--- src/rtl/assert_macros.svh ---
// assertion macros used by the allocator rtl
`ifndef ASSERT_MACROS_SVH
`define ASSERT_MACROS_SVH

// property must hold at every rising clock edge outside reset
`define TRBA_ASSERT(lbl, clk, rst_n, prop, msg) \
  lbl: assert property (@(posedge clk) disable iff (!rst_n) prop) else $error(msg);

// condition must never be seen outside reset
`define TRBA_ASSERT_NEVER(lbl, clk, rst_n, cond, msg) \
  `TRBA_ASSERT(lbl, clk, rst_n, !(cond), msg)

`endif

--- src/rtl/trba_pkg.sv ---
// shared constants, types and command/status structs of the tile allocator
`default_nettype none

package trba_pkg;

  localparam int NUM_TILES  = 1024;
  localparam int WORD_W     = 32;
  localparam int NUM_WORDS  = NUM_TILES / WORD_W;
  localparam int WADDR_W    = $clog2(NUM_WORDS);
  localparam int BIT_W      = $clog2(WORD_W);
  localparam int HI_W       = BIT_W + 1;
  localparam int GROUP_W    = 8;
  localparam int NUM_GROUPS = WORD_W / GROUP_W;
  localparam int GSEL_W     = $clog2(NUM_GROUPS);
  localparam int GBIT_W     = $clog2(GROUP_W);
  localparam int TILE_W     = $clog2(NUM_TILES);
  localparam int MODE_W     = 2;
  localparam int LEN_W      = 11;
  localparam int IDX_W      = 10;

  localparam logic [MODE_W-1:0] MODE_FIND  = 2'd0;
  localparam logic [MODE_W-1:0] MODE_MARK  = 2'd1;
  localparam logic [MODE_W-1:0] MODE_CLEAR = 2'd2;

  typedef enum logic [1:0] {
    ST_IDLE,
    ST_FIND,
    ST_UPD,
    ST_DONE
  } state_e;

  typedef struct packed {
    logic load;
    logic find_step;
    logic upd_step;
    logic out_load;
  } ctrl_cmd_t;

  typedef struct packed {
    logic in_find;
    logic in_update;
    logic in_range_ok;
    logic scan_hit;
    logic group_last;
    logic word_last;
    logic out_busy;
  } dp_status_t;

endpackage

`default_nettype wire

--- src/rtl/trba_ctrl.sv ---
// request sequencer of the tile allocator
`default_nettype none

module trba_ctrl import trba_pkg::*; (
  input  wire         clk_i,
  input  wire         rst_ni,
  input  wire         in_valid_i,
  input  dp_status_t  status_i,
  output ctrl_cmd_t   cmd_o,
  output logic        in_stall_o
);

  state_e state_q, state_d;

  always_ff @(posedge clk_i or negedge rst_ni) begin
    if (!rst_ni) begin
      state_q <= ST_IDLE;
    end else begin
      state_q <= state_d;
    end
  end

  always_comb begin
    state_d = state_q;
    unique case (state_q)
      ST_IDLE: begin
        if (in_valid_i) begin
          if (status_i.in_find) begin
            state_d = ST_FIND;
          end else if (status_i.in_update && status_i.in_range_ok) begin
            state_d = ST_UPD;
          end else begin
            state_d = ST_DONE;
          end
        end
      end
      ST_FIND: begin
        if (status_i.scan_hit || (status_i.group_last && status_i.word_last)) begin
          state_d = ST_DONE;
        end
      end
      ST_UPD: begin
        if (status_i.word_last) begin
          state_d = ST_DONE;
        end
      end
      ST_DONE: begin
        if (!status_i.out_busy) begin
          state_d = ST_IDLE;
        end
      end
      default: state_d = ST_IDLE;
    endcase
  end

  always_comb begin
    cmd_o      = '0;
    in_stall_o = 1'b1;
    unique case (state_q)
      ST_IDLE: begin
        in_stall_o = 1'b0;
        cmd_o.load = in_valid_i;
      end
      ST_FIND: cmd_o.find_step = 1'b1;
      ST_UPD:  cmd_o.upd_step  = 1'b1;
      ST_DONE: cmd_o.out_load  = !status_i.out_busy;
      default: cmd_o = '0;
    endcase
  end

endmodule

`default_nettype wire

--- src/rtl/trba_dp.sv ---
// bitmap memory, run scanner, range updater and result register
`default_nettype none

module trba_dp import trba_pkg::*; (
  input  wire                clk_i,
  input  wire                rst_ni,
  input  ctrl_cmd_t          cmd_i,
  output dp_status_t         status_o,
  input  wire [MODE_W-1:0]   mode_i,
  input  wire [LEN_W-1:0]    run_length_i,
  input  wire [IDX_W-1:0]    start_tile_i,
  input  wire [LEN_W-1:0]    end_tile_i,
  input  wire                out_stall_i,
  output logic               out_valid_o,
  output logic [IDX_W-1:0]   tile_index_o,
  output logic               found_o
);

  logic [WORD_W-1:0]  mem_q [NUM_WORDS];
  logic [NUM_WORDS-1:0] row_vld_q;
  logic [WORD_W-1:0]  rd_data_q;
  logic               rd_vld_q;

  logic [MODE_W-1:0]  mode_q;
  logic [LEN_W-1:0]   len_q;
  logic [IDX_W-1:0]   start_q;
  logic [IDX_W-1:0]   endm1_q;
  logic [WADDR_W-1:0] word_q, word_d;
  logic [GSEL_W-1:0]  group_q, group_d;
  logic [LEN_W-1:0]   cnt_q, cnt_d;
  logic [IDX_W-1:0]   res_idx_q, res_idx_d;
  logic               res_found_q, res_found_d;
  logic               out_valid_q, out_valid_d;
  logic [IDX_W-1:0]   out_idx_q;
  logic               out_found_q;

  logic [LEN_W-1:0]   endc_in;
  logic               in_update;
  logic               range_ok;
  logic [WORD_W-1:0]  rd_word;
  logic [WADDR_W-1:0] end_word;
  logic               word_last;

  logic [LEN_W-1:0]   cnt_v;
  logic               hit_v;
  logic [GBIT_W-1:0]  hit_bit_v;
  logic [TILE_W-1:0]  hit_tile;
  logic [LEN_W-1:0]   hit_start;

  logic [BIT_W-1:0]   lo_v;
  logic [HI_W-1:0]    hi_v;
  logic [WORD_W-1:0]  mask_v;
  logic [WORD_W-1:0]  wr_word;

  assign endc_in   = (end_tile_i > LEN_W'(NUM_TILES)) ? LEN_W'(NUM_TILES) : end_tile_i;
  assign in_update = (mode_i == MODE_MARK) || (mode_i == MODE_CLEAR);
  assign range_ok  = {1'b0, start_tile_i} < endc_in;

  assign rd_word   = rd_vld_q ? rd_data_q : '0;
  assign end_word  = endm1_q[TILE_W-1:BIT_W];
  assign word_last = (mode_q == MODE_FIND) ? (word_q == WADDR_W'(NUM_WORDS - 1))
                                           : (word_q == end_word);

  // run count over one group of bits, first hit wins
  always_comb begin
    cnt_v     = cnt_q;
    hit_v     = 1'b0;
    hit_bit_v = '0;
    for (int k = 0; k < GROUP_W; k++) begin
      if (!hit_v) begin
        if (rd_word[{group_q, GBIT_W'(k)}]) begin
          cnt_v = '0;
        end else begin
          cnt_v = cnt_v + LEN_W'(1);
          if (cnt_v == len_q) begin
            hit_v     = 1'b1;
            hit_bit_v = GBIT_W'(k);
          end
        end
      end
    end
  end

  assign hit_tile  = {word_q, group_q, hit_bit_v};
  assign hit_start = LEN_W'(hit_tile) + LEN_W'(1) - len_q;

  // bit mask of the range inside the current word
  always_comb begin
    lo_v = (word_q == start_q[TILE_W-1:BIT_W]) ? start_q[BIT_W-1:0] : '0;
    hi_v = (word_q == end_word) ? ({1'b0, endm1_q[BIT_W-1:0]} + HI_W'(1))
                                : HI_W'(WORD_W);
    for (int b = 0; b < WORD_W; b++) begin
      mask_v[b] = (BIT_W'(b) >= lo_v) && (HI_W'(b) < hi_v);
    end
  end

  assign wr_word = (mode_q == MODE_MARK) ? (rd_word | mask_v) : (rd_word & ~mask_v);

  always_comb begin
    word_d      = word_q;
    group_d     = group_q;
    cnt_d       = cnt_q;
    res_idx_d   = res_idx_q;
    res_found_d = res_found_q;
    if (cmd_i.load) begin
      word_d      = (mode_i == MODE_FIND) ? '0 : start_tile_i[TILE_W-1:BIT_W];
      group_d     = '0;
      cnt_d       = '0;
      res_idx_d   = in_update ? start_tile_i : '0;
      res_found_d = in_update && range_ok;
    end else if (cmd_i.find_step) begin
      group_d = group_q + GSEL_W'(1);
      cnt_d   = cnt_v;
      if (hit_v) begin
        res_idx_d   = IDX_W'(hit_start);
        res_found_d = 1'b1;
      end else if ((group_q == GSEL_W'(NUM_GROUPS - 1)) && !word_last) begin
        word_d = word_q + WADDR_W'(1);
      end
    end else if (cmd_i.upd_step && !word_last) begin
      word_d = word_q + WADDR_W'(1);
    end
  end

  always_comb begin
    out_valid_d = out_valid_q;
    if (cmd_i.out_load) begin
      out_valid_d = 1'b1;
    end else if (out_valid_q && !out_stall_i) begin
      out_valid_d = 1'b0;
    end
  end

  // bitmap words, read address follows the next word
  always_ff @(posedge clk_i) begin
    if (cmd_i.upd_step) begin
      mem_q[word_q] <= wr_word;
    end
    rd_data_q <= mem_q[word_d];
  end

  always_ff @(posedge clk_i or negedge rst_ni) begin
    if (!rst_ni) begin
      row_vld_q <= '0;
    end else if (cmd_i.upd_step) begin
      row_vld_q[word_q] <= 1'b1;
    end
  end

  always_ff @(posedge clk_i) begin
    rd_vld_q <= row_vld_q[word_d];
    if (cmd_i.load) begin
      mode_q  <= mode_i;
      len_q   <= run_length_i;
      start_q <= start_tile_i;
      endm1_q <= IDX_W'(endc_in - LEN_W'(1));
    end
    word_q      <= word_d;
    group_q     <= group_d;
    cnt_q       <= cnt_d;
    res_idx_q   <= res_idx_d;
    res_found_q <= res_found_d;
    if (cmd_i.out_load) begin
      out_idx_q   <= res_idx_q;
      out_found_q <= res_found_q;
    end
  end

  always_ff @(posedge clk_i or negedge rst_ni) begin
    if (!rst_ni) begin
      out_valid_q <= 1'b0;
    end else begin
      out_valid_q <= out_valid_d;
    end
  end

  assign status_o.in_find     = (mode_i == MODE_FIND);
  assign status_o.in_update   = in_update;
  assign status_o.in_range_ok = range_ok;
  assign status_o.scan_hit    = hit_v;
  assign status_o.group_last  = (group_q == GSEL_W'(NUM_GROUPS - 1));
  assign status_o.word_last   = word_last;
  assign status_o.out_busy    = out_valid_q && out_stall_i;

  assign out_valid_o  = out_valid_q;
  assign tile_index_o = out_idx_q;
  assign found_o      = out_found_q;

endmodule

`default_nettype wire

--- src/rtl/tile_run_bitmap_allocator.sv ---
// top level of the first-fit tile run allocator
// find: accept, then scan each 32-tile bitmap word in 8-tile groups (8 tiles a cycle), then the result;
//   the scan stops early when the run is found
// mark/clear: accept, then a read-modify-write of each word touched in turn, then the result
// one request at a time; a new request is taken while the last result still waits
// reset marks every tile free at once through per-word valid flags, no clearing pass
`default_nettype none
`include "assert_macros.svh"

module tile_run_bitmap_allocator import trba_pkg::*; (
  input  wire                clk_i,
  input  wire                rst_ni,
  input  wire                in_valid_i,
  output logic               in_stall_o,
  input  wire [MODE_W-1:0]   mode_i,
  input  wire [LEN_W-1:0]    run_length_i,
  input  wire [IDX_W-1:0]    start_tile_i,
  input  wire [LEN_W-1:0]    end_tile_i,
  output logic               out_valid_o,
  input  wire                out_stall_i,
  output logic [IDX_W-1:0]   tile_index_o,
  output logic               found_o
);

  ctrl_cmd_t  cmd;
  dp_status_t status;

  trba_ctrl u_ctrl (
    .clk_i      (clk_i),
    .rst_ni     (rst_ni),
    .in_valid_i (in_valid_i),
    .status_i   (status),
    .cmd_o      (cmd),
    .in_stall_o (in_stall_o)
  );

  trba_dp u_dp (
    .clk_i        (clk_i),
    .rst_ni       (rst_ni),
    .cmd_i        (cmd),
    .status_o     (status),
    .mode_i       (mode_i),
    .run_length_i (run_length_i),
    .start_tile_i (start_tile_i),
    .end_tile_i   (end_tile_i),
    .out_stall_i  (out_stall_i),
    .out_valid_o  (out_valid_o),
    .tile_index_o (tile_index_o),
    .found_o      (found_o)
  );

  `TRBA_ASSERT(a_busy_after_accept, clk_i, rst_ni, (in_valid_i && !in_stall_o) |=> in_stall_o, "not busy after input transfer")
  `TRBA_ASSERT_NEVER(a_no_result_overwrite, clk_i, rst_ni, cmd.out_load && out_valid_o && out_stall_i, "result overwritten while stalled")
  `TRBA_ASSERT(a_valid_drops, clk_i, rst_ni, (out_valid_o && !out_stall_i && !cmd.out_load) |=> !out_valid_o, "result repeated after transfer")

endmodule

`default_nettype wire
--- config.mk ---
export PLATFORM = sky130hd
export DESIGN_NAME = tile_run_bitmap_allocator
export DESIGN_NICKNAME = d
export VERILOG_FILES = /design/src/rtl/trba_pkg.sv /design/src/rtl/trba_ctrl.sv /design/src/rtl/trba_dp.sv /design/src/rtl/tile_run_bitmap_allocator.sv
export VERILOG_INCLUDE_DIRS = /design/src /design/src/rtl
export SDC_FILE = /design/constraint.sdc
export NUM_CORES = 2
export LEC_CHECK = 0
export ABC_AREA = 1
export BUFFER_PORTS_ARGS = -buffer_cell sky130_fd_sc_hd__buf_2
export CORE_ASPECT_RATIO = 1.4
export CORE_UTILIZATION = 40
export CTS_CLUSTER_DIAMETER = 30
export DETAILED_ROUTE_END_ITERATION = 7
export GPL_ROUTABILITY_DRIVEN = 0
export RECOVER_POWER = 25
export SKIP_LAST_GASP = 1
export SYNTH_ARGS = -nofsm -noshare
export SYNTH_HDL_FRONTEND = slang
export SYNTH_HIERARCHICAL = 1
export SYNTH_SLANG_ARGS = --single-unit
--- constraint.sdc ---
create_clock -name clk_i -period 8.2 [get_ports clk_i]
set_input_delay 0.82 -clock clk_i [delete_from_list [all_inputs] [get_ports clk_i]]
set_output_delay 0.82 -clock clk_i [all_outputs]
set_load 0.05 [all_outputs]
==> results.toml <==
[place]
place_area_um2 = 65100
io_buffers = 50
dp_hpwl_um = 116000

[setup_path]
crit_path_max_incr_delay_ns = 0.36
r2r_start = "u_dp/cnt_q[1]"
startpoint_type = "register"
cp.arrival_ns = 9.47
cp_data_required_time_ns = 8.70
crit_top_cell = "nand2_1"
cp_top_family = "simple AND/OR/NAND/NOR gates"
cp_max_fo = 7
end_kind = "register"
cp_num_buf_inv = 11
cp_slowest_cell = "dfxtp_2"
startpoint = "u_dp/cnt_q[1]"
worst-setup-path-type = "register to register"

[floorplanning]
row_count = 165
initial_utilization_pct = 40.3
io_pins = 51
die_x_um = 324
die_area_um2 = 147000
core_um2 = 144000
fp.dieH_um = 453

[logic_synthesis]
synth_nets = 6459
yosys.area_share.simple_pct = 29.2
synth-seq-cells = 1165
yosys-top-cells-area = "edfxtp_1, nand3_1, nand2_1, inv_1, nand3b_1"
synth_cells = 6372
ys_types = 53
synth_top_cell_by_area = "edfxtp_1"
seq_area_frac_synth_pct = 59.0
synth_xor_area_share_pct = 0.588
synthFlopType = "edfxtp_1"
syn_area_um2 = 58100
synthTopCellsByCount = "nand2_1, nand3_1, edfxtp_1, inv_1, nor2_1"
syn_avg_cell_area_um2 = 9.12
synth_mux_area_share_pct = 0
synth_edf_count = 1079
synthAdderAreaFrac_pct = 1.07
synth-compound-area-share_pct = 2.27
synth_top_family_by_area = "simple AND/OR/NAND/NOR gates"
yosysMostFrequentCell = "nand2_1"
synth_top_area_share_pct = 55.7
postSynth.asyncResetShare_pct = 3.00
yosys_warnings = 6

[clock_tree]
hold_buffers = 0
cts-root-buf = "clkbuf_16"
clockBufferDepth = 3
cts_sinks = 1165
clk_pin_slew_ns = 0.05
cts_max_level = 4
clkLatencyLatePin_ns = 0.80
cts_tree = "done"
cts_buffers = 163

[timing]
tightest_slew_ns = 1.91
rsz0062_at_grt = "true"
slew_violations = 70
fin_crit_ns = 8.98
skew_ns = 0.0250
finalCritPeriodShare_pct = 109
fmax_ghz = 0.111
final_hold_viol_count = 0
finalSetupViolations = 41
max-slew-margin-rel_pct = -27.4
setup_tns_ns = -22.38
layout_setup_ws_ns = -0.776

[grt]
grt_usage_pct = 28.4
antenna_found_initial = 2
grt_pass1_wl_um = 308000
grt_max_degree = 120
first_global_vias = 48165
grt-ovfl-total = 0

[layout]
synthToLayoutAreaGrowth_pct = 32.8
final_nets = 7169
design_area_um2 = 77200
drive_gt1_share_pct = 24.4

[route]
wire_per_inst_um = 23.4
drc_errors = 0
drtIter0Drc = 5576
drtPass1Iterations = 8
vias_per_cell = 5.56
drtAntennaViolNets = 0
via_count = 50787
wl_um = 213000

[hold_path]
min_from = "run_length_i[3]"
hold_path.class = "input pin to register"

[flow_run]
cap_violations = 3

[outcome]
violations = "capacitance limit, slew limit, setup timing"
outcome = "finished with violations"
-- path summary, 6_finish.rpt --
| path | depth (start not counted) | slack, ns | endpoint |
|---|---|---|---|
| worst max register to register | 75 | -0.78 | u_dp/res_idx_q[9] |
| worst max-delay path | 75 | -0.78 | u_dp/res_idx_q[9] |
| max in group asynchronous | 1 | 6.54 | u_dp/row_vld_q[1] |
| worst min-delay path | 1 | 0.22 | u_dp/len_q[3] |
| min in group asynchronous | 1 | 0.56 | u_dp/row_vld_q[24] |
| worst min register to register | 0 | 0.41 | u_dp/tile_index_o[5] |
-- cell families after synthesis --
group	after synthesis
DFF	1165
adders and majority gates	49
xor gates and xnor gates	39
buffers and inverters	1120
and+or+nand+nor	3773
AOI/OAI and AO/OA	226
-- placed cells by master, fill, tap and decap left out, types with 27 or more instances in the layout --
master | netlist | routed
nand2_1 | 1796 | 1628
nand4_1 | 34 | 34
nand3_2 | 6 | 130
clkbuf_1 | 116 | 28
dfrtp_1 | 35 | 35
clkbuf_16 | 0 | 181
inv_2 | 30 | 39
buf_2 | 126 | 35
buf_6 | 13 | 54
edfxtp_1 | 1079 | 1079
o21ai_0 | 82 | 67
nand3_1 | 1436 | 1306
xor2_1 | 31 | 31
buf_4 | 32 | 548
dfxtp_1 | 51 | 43
nor2_2 | 24 | 57
nor2_1 | 263 | 175
a21oi_2 | 2 | 27
nand3b_1 | 138 | 138
buf_12 | 0 | 92
nand2_2 | 38 | 180
buf_8 | 0 | 27
nand2_4 | 6 | 31
a21oi_1 | 65 | 35
nor2_4 | 15 | 70
buf_16 | 0 | 87
ha_1 | 48 | 36
inv_1 | 738 | 722
-- per-layer routing --
layer | track usage, % | vias up | wire length [um]
met5 | 0 | - | 0
met1 | 33.9 | 24528 | 77700
li1 | - | 22828 | -
met2 | 47.4 | 2696 | 103000
met3 | 4.37 | 735 | 17400
met4 | 18.8 | 0 | 15700
-- worst reg2reg max path: cells and delay by family, from the launching register on --
family / cells / cell delay, ns
AO/OA/AOI/OAI: 7 / 0.69
XOR/XNOR: 2 / 0.30
adder cells (fa/ha/maj): 7 / 1.53
buffers and inverters: 11 / 0.95
flip-flops: 1 / 0.36
AND/OR/NAND/NOR: 48 / 4.87
-- per-stage QoR --
stage,utilization [%],hold WS (ns),std cells,setup slack (ns)
2_1_floorplan,-,0.400,6372,-0.294
3_3_place_gp,45.1,0.401,8608,-1.14
3_5_place_dp,45.1,0.405,8608,-1.15
4_1_cts,52.4,0.113,9080,-0.586
5_1_grt,53.5,0.205,9141,-1.42
6_report,53.5,0.221,9141,-0.776
-- flip-flops by register name, indices dropped and copies added (netlist names), 11 cells and up --
register / flops
u_dp/cnt_q: 11
u_dp/len_q: 11
u_dp/mem_q: 1024
u_dp/rd_data_q: 32
u_dp/row_vld_q: 32
-- cell type report --
| cell class | instances | area, um2 |
|---|---|---|
| antenna | 1 | 2.50 |
| clock buffer | 182 | 4300 |
| clock inverter | 121 | 1540 |
| fill | 12345 | 67100 |
| inverter | 780 | 2960 |
| multi-input combinational | 4088 | 21400 |
| sequential | 1165 | 34300 |
| tap | 1920 | 2400 |
| timing repair buffer | 884 | 10300 |
-- timing repair --
item / 4_1_cts / 5_1_grt
gates resized for setup: 437 / 269
endpoints found under the setup margin: 43 / 60
buffers inserted: 103 / 55
cloned: 73 / 14
pin swaps: 192 / 162
Power is not shown: default switching activity piles up to over one toggle a cycle in this logic, so the estimate is an artifact.
